--- src/rtl/multi_channel_tick_accumulator_core_assert.svh ---
// Assertion macros for the tick accumulator core
`ifndef MULTI_CHANNEL_TICK_ACCUMULATOR_CORE_ASSERT_SVH
`define MULTI_CHANNEL_TICK_ACCUMULATOR_CORE_ASSERT_SVH

// Same-cycle implication, sampled on clk_i, off during reset
`define MCTA_ASSERT_IMP(lbl, ante, cons) \
  lbl: assert property (@(posedge clk_i) disable iff (!rst_ni) (ante) |-> (cons)) \
    else $error("mcta assertion failed");

// Next-cycle implication, sampled on clk_i, off during reset
`define MCTA_ASSERT_NXT(lbl, ante, cons) \
  lbl: assert property (@(posedge clk_i) disable iff (!rst_ni) (ante) |=> (cons)) \
    else $error("mcta assertion failed");

`endif

--- src/rtl/mcta_ram.sv ---
// Generic single-port-write, registered-read RAM
module mcta_ram #(
  parameter int WIDTH = 32,
  parameter int DEPTH = 16
) (
  input  logic                                   clk_i,
  input  logic                                   we_i,
  input  logic [(DEPTH > 1 ? $clog2(DEPTH) : 1)-1:0] waddr_i,
  input  logic [WIDTH-1:0]                       wdata_i,
  input  logic                                   re_i,
  input  logic [(DEPTH > 1 ? $clog2(DEPTH) : 1)-1:0] raddr_i,
  output logic [WIDTH-1:0]                       rdata_o
);
  logic [WIDTH-1:0] mem_q [DEPTH];
  logic [WIDTH-1:0] rdata_q;

  always_ff @(posedge clk_i) begin
    if (we_i) begin
      mem_q[waddr_i] <= wdata_i;
    end
    if (re_i) begin
      rdata_q <= mem_q[raddr_i];
    end
  end

  assign rdata_o = rdata_q;
endmodule

--- config.mk ---
export PLATFORM = sky130hd
export DESIGN_NAME = mcta_ram
export DESIGN_NICKNAME = d
export VERILOG_FILES = /design/src/rtl/multi_channel_tick_accumulator_core_assert.svh /design/src/rtl/mcta_ram.sv
export SDC_FILE = /design/constraint.sdc
export NUM_CORES = 1
export LEC_CHECK = 0
export ABC_AREA = 1
export ABC_CLOCK_PERIOD_IN_PS = 2500
export BUFFER_PORTS_ARGS = -buffer_cell sky130_fd_sc_hd__buf_2
export CAP_MARGIN = 10
export CORE_UTILIZATION = 60
export CTS_BUF_LIST = sky130_fd_sc_hd__clkbuf_4 sky130_fd_sc_hd__clkbuf_8 sky130_fd_sc_hd__clkbuf_16
export CTS_CLUSTER_SIZE = 25
export DETAILED_ROUTE_END_ITERATION = 8
export HOLD_SLACK_MARGIN = 0.12
export PLACE_DENSITY_LB_ADDON = 0.3
export SYNTH_ARGS = -nofsm -noshare
export SYNTH_HDL_FRONTEND = slang
export SYNTH_SLANG_ARGS = --single-unit
--- constraint.sdc ---
create_clock -name clk_i -period 2.5 [get_ports clk_i]
set_clock_uncertainty 0.15 [all_clocks]
set_input_delay 0.125 -clock clk_i [delete_from_list [all_inputs] [get_ports clk_i]]
set_output_delay 0.125 -clock clk_i [all_outputs]
set_load 0.005 [all_outputs]
* Word level (Yosys, flattened, before mapping)
Memories as Yosys holds them, arrays and structs flattened. A register that Yosys moved wholly into a read port is not among the register bits.
Index checks and enable logic that the tools add are counted.
** Cells by class
- $add $sub $neg :: 0
- Multipliers :: 0
- Divide/modulo/power cells :: 0
- $lt $le $gt $ge :: 0
- Eq/ne operators :: 0
- Shift-type cells :: 0
- Mux-type cells :: 2
- Bitwise operators :: 0
- Reduce and logical (&&, ||, !) cells :: 0
** Operators by type and width (number)
- 2-to-1 mux 1 bit :: 2
** Storage, ports and cells
- Register bits :: 0
- Bits in latches :: 0
- RAM bits :: 512
- ROM bits :: 0
- Input port bits :: 43
- Output and inout port bits :: 32
- Logic and storage cells :: 3
- Memories :: 1
** Memories
- mem_q :: words 16, width 32, rd ports 1, clocked after Yosys merged registers in 1, write ports 1, RTL line mcta_ram.sv:14 : logic [WIDTH-1:0] mem_q [DEPTH];

* Depth between registers and ports, before layout
Gate-level depths: netlist of the first run.
- Word-level depth :: 2
- Mapped depth :: 10

* Worst setup path before layout of the first run
No wires, ideal clock.
- Kind :: in2reg
- From :: in waddr_i[2] (netlist bit)
- To :: mem mem_q[10][0], enable pin
- Library setup time :: 421 ps
- Arrival time :: 1697 ps
- Slack :: 232 ps
- Stages on the path :: 2
- Buffers on the path :: 0
- Cell sequence :: nand3b_1 > nor2_1
** RTL lines
- start: declaration :: RTL line mcta_ram.sv:8 : input logic [(DEPTH > 1 ? $clog2(DEPTH) : 1)-1:0] waddr_i,
- end: declaration :: RTL line mcta_ram.sv:14
Straight into the memory's write port.

==> flow_summary.json, run 1 <==
{
  "arrival_ns": 2.70,
  "pin_count": 75,
  "finalMaxSlewViolations": 0,
  "start_util": 0.611,
  "slowest_stage": "buf_4",
  "reg2reg_to": "rdata_o[5]",
  "cts_buffers": 53,
  "grt_setup_unrepaired": "no",
  "cp.required_ns": 2.78,
  "synth_nets": 2163,
  "synth-seq-cells": 544,
  "post_synth.cell_area_avg_um2": 10.9,
  "via_per_inst": 5.51,
  "drt_pass1_iterations": 6,
  "ys_seq_area_frac": 0.709,
  "worstHoldPathType": "input pin to register",
  "layout.cells.non_filler": 2778,
  "place_hpwl_um": 27700,
  "syn_area_mm2": 0.0231,
  "worstMarginPinSlew_ns": 0.894,
  "fin_setup_tns_ns": 0,
  "drc": 0,
  "hold_start": "raddr_i[2]",
  "ir_drop_mv": 0.723,
  "leakage_nw": 11.1,
  "syn_inst": 2120,
  "utilization": 0.691,
  "area_growth_pct": 13.2,
  "hold_viol": 0,
  "gp_congestion": 0.779,
  "ys_types": 14,
  "grt_antenna_before_repair": 2,
  "cts_tree": "yes",
  "min_period_ns": 2.42,
  "port_buffers": 74,
  "total_power_mw": 19.1,
  "track_usage": 0.281,
  "critPathCaptureType": "register",
  "slew_headroom": 0.404,
  "clk_pin_slew_ns": 0.06,
  "vias": 15300,
  "place_inst": 2649,
  "grt_pass1_vias": 15100,
  "cap_violations": 0,
  "ant_nets": 0,
  "drive_gt1_frac": 0.0966,
  "clk_path_buf_depth": 3,
  "die_height_um": 198,
  "yosys_warnings": 0,
  "h-tree-depth": 2,
  "mostFrequentLayoutCells": "677 x nand2_1, 544 x edfxtp_1, 386 x inv_1, 385 x nand3_1, 72 x buf_2",
  "rr_worst_depth": 7,
  "die_w_um": 198,
  "worst_hold_path.num_cells": 5,
  "overflow": 0,
  "reg2reg_slack_ns": 0.67,
  "criticalPathCategory": "input pin to register",
  "drtIter0Drc": 1392,
  "r2r-start": "mem_q[7][5]",
  "status": "complete, no violations",
  "hold_end": "rdata_o[15]",
  "post_cts_buffers": 0,
  "worstPathCellList": "dlygate4sd3_1 -> buf_4 -> inv_4 -> buf_4 -> nand3_1 -> nand3_1 -> nand3_1 -> dlygate4sd3_1 -> nand2_1",
  "fp.coreArea_mm2": 0.0378,
  "clock-root-buffer": "clkbuf_16",
  "crit_top_cell": "nand3_1",
  "hold-worst-slack_ns": 0.152,
  "critPathMaxStageDelay_ns": 0.70,
  "start_kind": "input pin",
  "setup_viol": 0,
  "placementRows": 71,
  "cts.sinks": 544,
  "period_share": 0.968,
  "fmax_mhz": 413,
  "wire_per_inst_um": 19.2,
  "grt_max_degree": 115,
  "worstSkewPairLatency_ns": 0.56,
  "path_max_fanout": 68,
  "die_area_mm2": 0.0392,
  "layout_commonest_cell": "nand2_1",
  "drt_wl_total_um": 53400,
  "layout.nets": 2273,
  "p_per_area_mw_per_mm2": 732,
  "grt_pass1_wl_um": 82100
}
[state kept, by name, summed over array words and instances (netlist names)]
signal / count
mem_q: 512
rdata_o: 32
[layer usage]
layer  routed length [µm]  global-route usage
met3                 4700              0.0434
met1                20400               0.363
met2                26200               0.472
met4                 2020               0.126
met5                   24                   0
[final cells by class]
| class | instances | area [µm²] |
|---|---|---|
| antenna | 1 | 2.50 |
| clock buffer | 66 | 1420 |
| clock inverter | 25 | 210 |
| fill | 2616 | 11700 |
| inverter | 390 | 1470 |
| multi-input combinational | 1081 | 4670 |
| sequential | 544 | 16300 |
| tap | 511 | 639 |
| timing repair buffer | 160 | 1340 |
[synthesized netlist by cell type]
master	count	area, µm²
nand3_1	385	1930
buf_4	6	45.0
nand2_1	677	2540
edfxtp_1	544	16300
buf_2	41	205
clkbuf_1	14	52.6
inv_2	1	3.75
inv_4	1	6.26
buf_6	29	327
buf_1	14	52.6
nand3b_1	2	15.0
buf_12	1	20.0
inv_1	388	1460
nor2_1	17	63.8
[worst max-delay path by stage]
stage                     startpoint      endpoint  slack [ns]
after CTS                 raddr_i[0]    rdata_o[5]        0.09
final                     raddr_i[1]    rdata_o[5]        0.08
after global placement    raddr_i[0]    rdata_o[0]        0.54
after floorplan           waddr_i[2]  mem_q[10][0]        0.23
after detailed placement  raddr_i[0]   rdata_o[16]        0.51
after global routing      raddr_i[1]    rdata_o[5]        0.05
[power by group]
group          internal [mW]  leakage, nW  total, mW  switching [mW]
logic                  0.376         5.33       1.21           0.838
registers               10.3         4.94       10.3          0.0590
clock network           4.41        0.815       7.56            3.15
[repair_timing]
action	in CTS	in global routing
hold endpoints to repair	533	0
endpoints found under the setup margin	0	1
resized for setup	0	1
hold buffers	37	0
[kinds of logic after synthesis]
group	count (synthesis)	share of synthesized area
buffers and inverters	495	0.0941
DFF	544	0.709
and+or+nand+nor	1081	0.197
[critical path: cells and delay by family]
family,cells,cell delay [ns]
AND/OR/NAND/NOR,4,0.46
buffers and inverters,5,2.10
[metrics by stage]
step,setup WS [ns],instance area (µm²)
2_1_floorplan,0.232,23100
4_1_cts,0.0863,26100
6_report,0.0793,26100
3_5_place_dp,0.513,24100
5_1_grt,0.0510,26100
3_3_place_gp,0.541,24100
Power figures use the tool's default switching activity.
==> run 2, diff against run 1 <==
--- a/config.mk
+++ b/config.mk
@@ -9,6 +9,7 @@
 export ABC_CLOCK_PERIOD_IN_PS = 2500
 export BUFFER_PORTS_ARGS = -buffer_cell sky130_fd_sc_hd__buf_2
 export CAP_MARGIN = 10
+export CORE_MARGIN = 5
 export CORE_UTILIZATION = 60
 export CTS_BUF_LIST = sky130_fd_sc_hd__clkbuf_4 sky130_fd_sc_hd__clkbuf_8 sky130_fd_sc_hd__clkbuf_16
 export CTS_CLUSTER_SIZE = 25
==> constraint.sdc (replaced) <==
create_clock -name clk_i -period 2.5 [get_ports clk_i]
set_clock_uncertainty 0.15 [all_clocks]
set_input_delay 0.25 -clock clk_i [delete_from_list [all_inputs] [get_ports clk_i]]
set_output_delay 0.25 -clock clk_i [all_outputs]
set_load 0.005 [all_outputs]
==> run 2 against run 1 <==
Sequential cell count unchanged. Setup slack gained 0.66 ns. Critical path depth fell by 2. Die area up 8.2%. Critical path type unchanged. Largest cell class unchanged.
==> flow_summary.json, run 2 (synthesis gave the netlist of run 1 again) <==
{
  "clock-root-buffer": "clkbuf_16",
  "cts_buffers": 53,
  "placementRows": 71,
  "fill_cells": 2634,
  "arrival_ns": 1.91,
  "track_usage": 0.251,
  "setup_viol": 0,
  "ir_drop_mv": 0.539,
  "leakage_nw": 11.0,
  "setup_ws_ns": 0.735,
  "clk_path_buf_depth": 3,
  "cts_resized": 0,
  "port_buffers": 74,
  "start_kind": "input pin",
  "hold_start": "raddr_i[0]",
  "critPathCaptureType": "register",
  "vias": 15100,
  "area_growth_pct": 12.9,
  "worstMarginPinSlew_ns": 0.668,
  "layout.nets": 2259,
  "cts_tree": "yes",
  "min_period_ns": 1.76,
  "reg2reg_slack_ns": 1.14,
  "clk_pin_slew_ns": 0.06,
  "wire_per_inst_um": 19.0,
  "grt_pass1_vias": 15000,
  "status": "complete, no violations",
  "rr_worst_depth": 6,
  "cap_violations": 0,
  "total_power_mw": 18.9,
  "hold_end": "rdata_o[5]",
  "mostFrequentLayoutCells": "677 x nand2_1, 544 x edfxtp_1, 387 x inv_1, 385 x nand3_1, 72 x buf_2",
  "die_height_um": 206,
  "period_share": 0.706,
  "finalMaxSlewViolations": 0,
  "worstSkewPairLatency_ns": 0.58,
  "fp.coreArea_mm2": 0.0378,
  "n_antenna_cell": 0,
  "layout_commonest_cell": "nand2_1",
  "drt_pass1_iterations": 6,
  "cts.sinks": 544,
  "worstHoldPathType": "input pin to register",
  "multi_input_area_mm2": 0.00467,
  "pre_cts_slack_ns": 0.480,
  "start_util": 0.611,
  "drtIter0Drc": 1612,
  "hold_viol": 0,
  "grt_max_degree": 94,
  "die_w_um": 206,
  "path_max_fanout": 29,
  "pin_count": 75,
  "overflow": 0,
  "drc": 0,
  "drive_gt1_frac": 0.0932,
  "utilization": 0.689,
  "layout.cells.non_filler": 2764,
  "fin_setup_tns_ns": 0,
  "via_per_inst": 5.45,
  "cts_hold_buf": 34,
  "largest_reg_flops": 512,
  "criticalPathCategory": "input pin to register",
  "worst_hold_path.num_cells": 6,
  "reg2reg_to": "rdata_o[11]",
  "cp.required_ns": 2.64,
  "grt_pass1_wl_um": 82000,
  "fmax_mhz": 567,
  "grt_antenna_before_repair": 1,
  "place_hpwl_um": 27300,
  "slew_headroom": 0.555,
  "post_cts_buffers": 0,
  "ant_nets": 0,
  "h-tree-depth": 2,
  "seq_area_mm2": 0.0163,
  "r2r-start": "mem_q[7][11]",
  "drt_wl_total_um": 52500,
  "gp_congestion": 0.785,
  "p_per_area_mw_per_mm2": 728,
  "grt_setup_unrepaired": "no",
  "die_area_mm2": 0.0424,
  "largest_register": "mem_q",
  "place_inst": 2638
}
-- run 2: changes by cell type in the layout (fill, tap and decap cells not counted), sizes merged --
cell,change
buf,-11
bufinv,-2
clkinv,+3
clkinvlp,-1
diode,-1
dlygate4sd3,-3
inv,+1
-- run 2: critical path: stages --
cell	delay, ns
dlygate4sd3_1	0.53
buf_2	0.22
inv_2	0.08
buf_4	0.40
nand3_1	0.15
nand3_1	0.11
nand2_1	0.14
-- run 2: cell type report --
type	instances	area share
clock buffer	66	0.0547
clock inverter	26	0.00630
inverter	390	0.0565
multi-input combinational	1081	0.179
sequential	544	0.628
tap	511	0.0246
timing repair buffer	146	0.0511
-- run 2: where the power goes --
part / internal (mW) / switching, mW / total (mW)
Sequential: 10.3 / 0.0542 / 10.3
Clock: 4.21 / 3.18 / 7.39
Combinational: 0.377 / 0.844 / 1.22
-- run 2: metrics by stage --
step,hold slack (ns),area (µm²)
floorplan,0.199,23100
global placement,0.471,24100
detailed placement,0.483,24100
CTS,0.193,26000
global route,0.268,26000
finish,0.218,26000
-- run 2: metal layers --
layer	share of wire	up-vias	track usage	wire, µm
li1	-	7057	-	-
met1	0.40	7243	0.345	21100
met2	0.49	663	0.417	25500
met3	0.090	103	0.0463	4720
met4	0.023	2	0.0732	1200
met5	0.00025	-	0	13
-- run 2: worst max-delay path by stage --
stage / endpoint / startpoint / slack [ns]
6_report: rdata_o[11] / raddr_i[2] / 0.74
4_1_cts: rdata_o[13] / raddr_i[2] / 0.81
3_5_place_dp: mem_q[5][16] / waddr_i[3] / 0.48
3_3_place_gp: mem_q[5][8] / waddr_i[3] / 0.51
5_1_grt: rdata_o[11] / raddr_i[2] / 0.72
2_1_floorplan: mem_q[10][0] / waddr_i[2] / 0.11
